File: config.mk
export PLATFORM = sky130hd
export DESIGN_NAME = touch_gesture_classifier
export DESIGN_NICKNAME = d
export VERILOG_FILES = /design/src/hdl/tgc_pkg.sv /design/src/hdl/touch_gesture_classifier.sv
export VERILOG_INCLUDE_DIRS = /design/src /design/src/hdl
export SDC_FILE = /design/constraint.sdc
export NUM_CORES = 1
export LEC_CHECK = 0
export ABC_AREA = 1
export CORE_ASPECT_RATIO = 1.1
export CORE_MARGIN = 4
export CORE_UTILIZATION = 61
export CTS_BUF_LIST = sky130_fd_sc_hd__clkbuf_2 sky130_fd_sc_hd__clkbuf_4 sky130_fd_sc_hd__clkbuf_8
export CTS_CLUSTER_SIZE = 28
export DETAILED_ROUTE_END_ITERATION = 12
export DONT_BUFFER_PORTS = 1
export PLACE_DENSITY = 0.85
export SYNTH_ARGS = -nofsm -noshare
export SYNTH_HDL_FRONTEND = slang
export SYNTH_SLANG_ARGS = --single-unit
File: constraint.sdc
create_clock -name clk -period 4.1 [get_ports clk]
set_input_delay 0.41 -clock clk [delete_from_list [all_inputs] [get_ports clk]]
set_output_delay 0.41 -clock clk [all_outputs]
set_load 0.1 [all_outputs]
File: src/hdl/touch_gesture_classifier_macros.svh
// assertion macros for the touch gesture classifier
// used by touch_gesture_classifier.sv, expects clk and rst_n in scope
`ifndef TOUCH_GESTURE_CLASSIFIER_MACROS_SVH
`define TOUCH_GESTURE_CLASSIFIER_MACROS_SVH

// same-cycle implication, checked out of reset
`define TGC_ASSERT_IMP(label, ante, cons, msg) \
    label: assert property (@(posedge clk) disable iff (!rst_n) (ante) |-> (cons)) \
        else $error(msg);

// next-cycle implication, checked out of reset
`define TGC_ASSERT_NEXT(label, ante, cons, msg) \
    label: assert property (@(posedge clk) disable iff (!rst_n) (ante) |=> (cons)) \
        else $error(msg);

`endif

File: src/hdl/tgc_pkg.sv
// types, register indexes and reset values of the touch gesture classifier
// no dependencies
package tgc_pkg;

    localparam int COORD_BITS  = 10;
    localparam int THRESH_BITS = 10;
    localparam int TIME_BITS   = 32;
    localparam int MS_BITS     = 16;
    localparam int CFG_IDX_BITS = 3;
    localparam int CMP_BITS    = (COORD_BITS > THRESH_BITS) ? COORD_BITS : THRESH_BITS;

    localparam logic [MS_BITS-1:0]     WINDOW_RESET     = MS_BITS'(500);
    localparam logic [MS_BITS-1:0]     LONG_PRESS_RESET = MS_BITS'(2000);
    localparam logic [THRESH_BITS-1:0] HTHRESH_RESET    = THRESH_BITS'(30);
    localparam logic [THRESH_BITS-1:0] VTHRESH_RESET    = THRESH_BITS'(50);
    localparam logic [THRESH_BITS-1:0] RADIUS_RESET     = THRESH_BITS'(50);
    localparam logic [MS_BITS-1:0]     HOLDOFF_RESET    = MS_BITS'(100);

    typedef enum logic [CFG_IDX_BITS-1:0] {
        REG_WINDOW     = 3'd0,
        REG_LONG_PRESS = 3'd1,
        REG_HTHRESH    = 3'd2,
        REG_VTHRESH    = 3'd3,
        REG_RADIUS     = 3'd4,
        REG_HOLDOFF    = 3'd5
    } cfg_idx_t;

    typedef enum logic [2:0] {
        GEST_NONE       = 3'd0,
        GEST_SWIPE_PX   = 3'd1,
        GEST_SWIPE_NX   = 3'd2,
        GEST_SWIPE_PY   = 3'd3,
        GEST_SWIPE_NY   = 3'd4,
        GEST_TAP        = 3'd5,
        GEST_LONG_PRESS = 3'd6
    } gesture_t;

    typedef struct packed {
        logic                  touched;
        logic [COORD_BITS-1:0] pos_x;
        logic [COORD_BITS-1:0] pos_y;
        logic [TIME_BITS-1:0]  now_ms;
    } tgc_in_t;

    typedef struct packed {
        gesture_t              gesture;
        logic [COORD_BITS-1:0] event_x;
        logic [COORD_BITS-1:0] event_y;
    } tgc_out_t;

endpackage

File: src/hdl/touch_gesture_classifier.sv
// Touch gesture classifier: takes one touch sample per transaction and returns one
// result per sample through the sample register, then the result register. A new
// sample is taken every cycle while the result register is empty or its result is
// taken; the rate is set by the two-register pipeline, with the contact state updated
// as a sample passes into the result register, so the next sample already sees it.
// Touched samples and unclassified releases give gesture none with zero coordinates.
// Configuration registers are written through their own channel, which is always ready.
// depends on tgc_pkg and touch_gesture_classifier_macros.svh
`include "touch_gesture_classifier_macros.svh"

module touch_gesture_classifier
    import tgc_pkg::*;
(
    input  logic                    clk,
    input  logic                    rst_n,
    input  logic                    sample_valid,
    output logic                    sample_ready,
    input  tgc_in_t                 sample,
    output logic                    result_valid,
    input  logic                    result_ready,
    output tgc_out_t                result,
    input  logic                    cfg_valid,
    output logic                    cfg_ready,
    input  logic [CFG_IDX_BITS-1:0] cfg_index,
    input  logic [MS_BITS-1:0]      cfg_data
);

    // configuration
    logic [MS_BITS-1:0]     window_reg;
    logic [MS_BITS-1:0]     long_press_reg;
    logic [THRESH_BITS-1:0] hthresh_reg;
    logic [THRESH_BITS-1:0] vthresh_reg;
    logic [THRESH_BITS-1:0] radius_reg;
    logic [MS_BITS-1:0]     holdoff_reg;

    // contact state
    logic                  contact_active_reg, contact_active_next;
    logic [COORD_BITS-1:0] start_x_reg, start_x_next;
    logic [COORD_BITS-1:0] start_y_reg, start_y_next;
    logic [TIME_BITS-1:0]  start_time_reg, start_time_next;
    logic [COORD_BITS-1:0] last_x_reg, last_x_next;
    logic [COORD_BITS-1:0] last_y_reg, last_y_next;
    logic [TIME_BITS-1:0]  last_tap_time_reg, last_tap_time_next;

    // pipeline
    logic     stage_valid_reg;
    tgc_in_t  stage_reg;
    logic     result_valid_reg;
    tgc_out_t result_reg, result_next;
    logic     advance;

    // classification terms
    logic [TIME_BITS-1:0]  dur;
    logic [TIME_BITS-1:0]  since_tap;
    logic [COORD_BITS-1:0] ax;
    logic [COORD_BITS-1:0] ay;
    logic                  neg_x;
    logic                  neg_y;
    logic                  small_move;
    gesture_t              g;

    assign cfg_ready    = 1'b1;
    assign advance      = stage_valid_reg && (!result_valid_reg || result_ready);
    assign sample_ready = !stage_valid_reg || advance;
    assign result_valid = result_valid_reg;
    assign result       = result_reg;

    always_ff @(posedge clk or negedge rst_n)
    begin
        if (!rst_n)
        begin
            window_reg     <= WINDOW_RESET;
            long_press_reg <= LONG_PRESS_RESET;
            hthresh_reg    <= HTHRESH_RESET;
            vthresh_reg    <= VTHRESH_RESET;
            radius_reg     <= RADIUS_RESET;
            holdoff_reg    <= HOLDOFF_RESET;
        end
        else if (cfg_valid && cfg_ready)
        begin
            case (cfg_index)
                REG_WINDOW:     window_reg     <= cfg_data;
                REG_LONG_PRESS: long_press_reg <= cfg_data;
                REG_HTHRESH:    hthresh_reg    <= cfg_data[THRESH_BITS-1:0];
                REG_VTHRESH:    vthresh_reg    <= cfg_data[THRESH_BITS-1:0];
                REG_RADIUS:     radius_reg     <= cfg_data[THRESH_BITS-1:0];
                REG_HOLDOFF:    holdoff_reg    <= cfg_data;
                default:        ;
            endcase
        end
    end

    // movement and timing of the current contact
    always_comb
    begin
        dur       = stage_reg.now_ms - start_time_reg;
        since_tap = stage_reg.now_ms - last_tap_time_reg;
        neg_x     = last_x_reg < start_x_reg;
        neg_y     = last_y_reg < start_y_reg;
        ax        = neg_x ? (start_x_reg - last_x_reg) : (last_x_reg - start_x_reg);
        ay        = neg_y ? (start_y_reg - last_y_reg) : (last_y_reg - start_y_reg);
        small_move = (CMP_BITS'(ax) < CMP_BITS'(radius_reg))
                  && (CMP_BITS'(ay) < CMP_BITS'(radius_reg));
    end

    // classification and next contact state
    always_comb
    begin
        contact_active_next = contact_active_reg;
        start_x_next        = start_x_reg;
        start_y_next        = start_y_reg;
        start_time_next     = start_time_reg;
        last_x_next         = last_x_reg;
        last_y_next         = last_y_reg;
        last_tap_time_next  = last_tap_time_reg;
        g                   = GEST_NONE;

        if (stage_reg.touched)
        begin
            if (!contact_active_reg)
            begin
                contact_active_next = 1'b1;
                start_x_next        = stage_reg.pos_x;
                start_y_next        = stage_reg.pos_y;
                start_time_next     = stage_reg.now_ms;
            end
            last_x_next = stage_reg.pos_x;
            last_y_next = stage_reg.pos_y;
        end
        else if (contact_active_reg)
        begin
            contact_active_next = 1'b0;
            if (dur < TIME_BITS'(window_reg))
            begin
                if (ax > ay && CMP_BITS'(ax) > CMP_BITS'(hthresh_reg))
                    g = neg_x ? GEST_SWIPE_NX : GEST_SWIPE_PX;
                else if (ax < ay && CMP_BITS'(ay) > CMP_BITS'(vthresh_reg))
                    g = neg_y ? GEST_SWIPE_NY : GEST_SWIPE_PY;
                if (g == GEST_NONE && small_move && since_tap >= TIME_BITS'(holdoff_reg))
                begin
                    g                  = GEST_TAP;
                    last_tap_time_next = stage_reg.now_ms;
                end
            end
            else if (dur > TIME_BITS'(window_reg) && dur < TIME_BITS'(long_press_reg)
                     && small_move)
            begin
                g = GEST_LONG_PRESS;
            end
        end

        result_next.gesture = g;
        result_next.event_x = (g == GEST_NONE) ? '0 : last_x_next;
        result_next.event_y = (g == GEST_NONE) ? '0 : last_y_next;
    end

    always_ff @(posedge clk or negedge rst_n)
    begin
        if (!rst_n)
        begin
            stage_valid_reg    <= 1'b0;
            result_valid_reg   <= 1'b0;
            contact_active_reg <= 1'b0;
            start_x_reg        <= '0;
            start_y_reg        <= '0;
            start_time_reg     <= '0;
            last_x_reg         <= '0;
            last_y_reg         <= '0;
            last_tap_time_reg  <= '0;
        end
        else
        begin
            if (sample_ready)
                stage_valid_reg <= sample_valid;
            if (advance)
            begin
                result_valid_reg   <= 1'b1;
                contact_active_reg <= contact_active_next;
                start_x_reg        <= start_x_next;
                start_y_reg        <= start_y_next;
                start_time_reg     <= start_time_next;
                last_x_reg         <= last_x_next;
                last_y_reg         <= last_y_next;
                last_tap_time_reg  <= last_tap_time_next;
            end
            else if (result_ready)
            begin
                result_valid_reg <= 1'b0;
            end
        end
    end

    // payload registers
    always_ff @(posedge clk)
    begin
        if (sample_valid && sample_ready)
            stage_reg <= sample;
        if (advance)
            result_reg <= result_next;
    end

    `TGC_ASSERT_IMP(a_none_zero_coords, result_valid_reg && result_reg.gesture == GEST_NONE, result_reg.event_x == '0 && result_reg.event_y == '0, "no-gesture result carries coordinates")
    `TGC_ASSERT_NEXT(a_contact_start, advance && stage_reg.touched && !contact_active_reg, contact_active_reg && start_time_reg == $past(stage_reg.now_ms), "contact start not recorded")
    `TGC_ASSERT_NEXT(a_release_clears, advance && !stage_reg.touched, !contact_active_reg, "release left contact active")
    `TGC_ASSERT_IMP(a_empty_stage_ready, !stage_valid_reg, sample_ready, "empty sample register not ready")

endmodule
==> impl_metrics.yaml <==
worst_setup_path:
  crit_required_ps: 4420
  crit_path_end_kind: "flip-flop"
  critPathSlowestCell: "dfrtp_1"
  cp-start-kind: "flip-flop"
  startpoint: "last_y_reg[0]"
  critPathMostFrequentCell: "nand2_1"
  critPathMaxFanout: 6
  r2r_slack_ps: -800
  path_class: "reg2reg"
  regToRegStartpoint: "last_y_reg[0]"
  worstPathArrival_ps: 5220
  reg2reg_depth: 30
  regToRegEndpoint: "result[14]"
  critPathMaxStageDelay_ps: 410
floorplanning:
  die-area_um2: 34100
  io-pin-count: 103
  dieHeight_um: 193
  fp.dieW_um: 176
  core_um2: 30600
  row_count: 67
  start_util: 0.622
timing:
  max_clock_freq_ghz: 0.204
  finalSetupViolCount: 55
  setup_ws_ps: -799
  final_hold_viol_count: 185
  slew_violations: 0
  worst_pin_slew_ps: 1200
  slew_headroom: 0.197
  fin_setup_tns_ps: -36140
  min_period_ps: 4900
  fin_skew_ps: 54.4
  holdWs_ps: -505
  rsz0062_at_grt: "true"
  fin_crit_sh: 1.19
drt:
  drc: 0
  dr.first_iter.drc_count: 1684
  ant_nets: 0
  routed-via-count: 18100
  post_drt_wl_per_cell_um: 17.9
  drtPass1Iterations: 9
  routed_via_density: 5.53
  wl_um: 58600
placement:
  place_area_um2: 20200
  port_buffers: 0
  dpl.hpwl_um: 40000
  dpl_worst_slack_ps: -591
  globalplace.congestion: 0.980
clocking:
  path_clk_slew_ps: 90
  ctsHoldBuffers: 54
  cts_sinks: 261
  cts_buffers: 46
  h-tree-depth: 2
  cts_tree: "yes"
  ctsLongestPathBuffers: 3
  cts_root_buf: "clkbuf_8"
  clock_latency_ps: 610
synthesis:
  syn_nets: 2893
  synth_most_common_cell: "nand2_1"
  syn_inst: 2615
  synth_edf_count: 76
  synth-main-ff-cell: "dfrtp_1"
  yosys.area.top_type: "dfrtp_1"
  ys_seq_area_frac: 0.365
  synth_area_per_cell_um2: 7.28
  synth.cell_area_um2: 19000
  synthTopCellsByCount: "nand2_1, inv_1, ha_1"
  synth.distinct_cells: 50
  synthArstFlopShare: 0.709
  synthTopCellsByArea: "dfrtp_1, nand2_1, ha_1"
  yosysWarningCount: 0
  ys_ff_latch: 261
  synthDominantCellAreaShare: 0.210
final_layout:
  drive_gt1_frac: 0.159
  num-fill-cells: 2190
  nets: 3094
  area.growth.synth_to_final_pct: 19.6
  largest_reg_flops: 53
  fin_area_um2: 22800
  final_util: 0.744
global_routing:
  grt_use_total: 0.320
  grt_pass1_vias: 17600
  antenna_found_initial: 1
  grt_pass1_wl_um: 88200
  grt_max_degree: 186
  overflow: 0
status:
  outcome: "finished with violations"
  violations: "hold timing, setup timing"
min_path:
  hold_path_class: "in2async"
power:
  p_per_area_nw_per_um2: 786
  leakage_nw: 12.2
  p_total_w: 0.0179
  vdd_drop_max_v: 0.000777
flow_run:
  maxCapViolCount: 0
## critical path: cells and delay by family (launching register included)
family | cells | cell delay (ps)
compound gates | 8 | 1540
simple gates | 11 | 990
fa+ha+maj | 3 | 760
buf+inv | 7 | 720
flops | 1 | 410
xor+xnor | 1 | 200
## power breakdown
part	switching [W]	total, W	internal [W]
Combinational	0.00677	0.0115	0.00469
Clock	0.00120	0.00274	0.00154
Sequential	0.000468	0.00369	0.00322
## per-layer routing
metal / GRT usage / vias up / part of all wire
met5: 0 / - / 0
met4: 0.149 / 0 / 0.059
met3: 0.0564 / 287 / 0.071
met2: 0.552 / 864 / 0.49
met1: 0.389 / 8374 / 0.38
li1: - / 8573 / -
## logic make-up after synthesis
family,Yosys count,synth area share
buffers and inverters,602,0.122
muxes,2,0.00105
adders and majority gates,201,0.134
other,1,0.000197
AOI/OAI and AO/OA,379,0.112
xor gates and xnor gates,52,0.0239
and+or+nand+nor,1117,0.241
DFF,261,0.365
## final cells by class
| type | instances | area, um2 | share of cell area |
|---|---|---|---|
| clock buffers | 73 | 905 | 0.0397 |
| inverters | 555 | 2090 | 0.0916 |
| diodes | 2 | 5.00 | 0.000220 |
| multi-input cells | 1752 | 10300 | 0.454 |
| well taps | 414 | 518 | 0.0228 |
| repair buffers | 200 | 1840 | 0.0810 |
| flip-flops and latches | 261 | 6940 | 0.305 |
| clock inverters | 13 | 136 | 0.00599 |
## cells in the final DEF, fill, tap and decap left out, drive strengths merged, types with 8 or more instances in the layout
master,instances
a211oi,8
dfrtp,160
ha,195
nand3,90
a21oi,116
inv,557
nor2,159
nand4,16
xor2,45
o21ai,221
buf,142
clkinv,8
nor3,12
nand2,820
edfxtp,76
dlygate4sd3,54
clkbuf,77
dfstp,25
## worst max path at each step
| stage | slack, ps | cells after the start | end |
|---|---|---|---|
| after floorplan | 20 | 29 | result[10] |
| after global placement | -360 | 32 | result[15] |
| after detailed placement | -590 | 32 | result[9] |
| after CTS | -440 | 35 | result[15] |
| after global routing | -810 | 32 | result[12] |
| final | -800 | 30 | result[14] |
## what timing repair did
action                                  4_1_cts  5_1_grt
pin swaps                                    20       38
resized for setup                            73       82
buffers inserted                             15       12
endpoints found under the setup margin       55       55
hold endpoints to repair                    239      185
gates cloned                                  3        7
## through the flow
| step | hold WS (ps) | std cells |
|---|---|---|
| after floorplan | 114 | 2615 |
| after global placement | 123 | 3094 |
| after detailed placement | 122 | 3094 |
| after CTS | -525 | 3251 |
| after global routing | -523 | 3269 |
| final | -505 | 3270 |
Note: power is estimated with default switching activity, not from simulation.
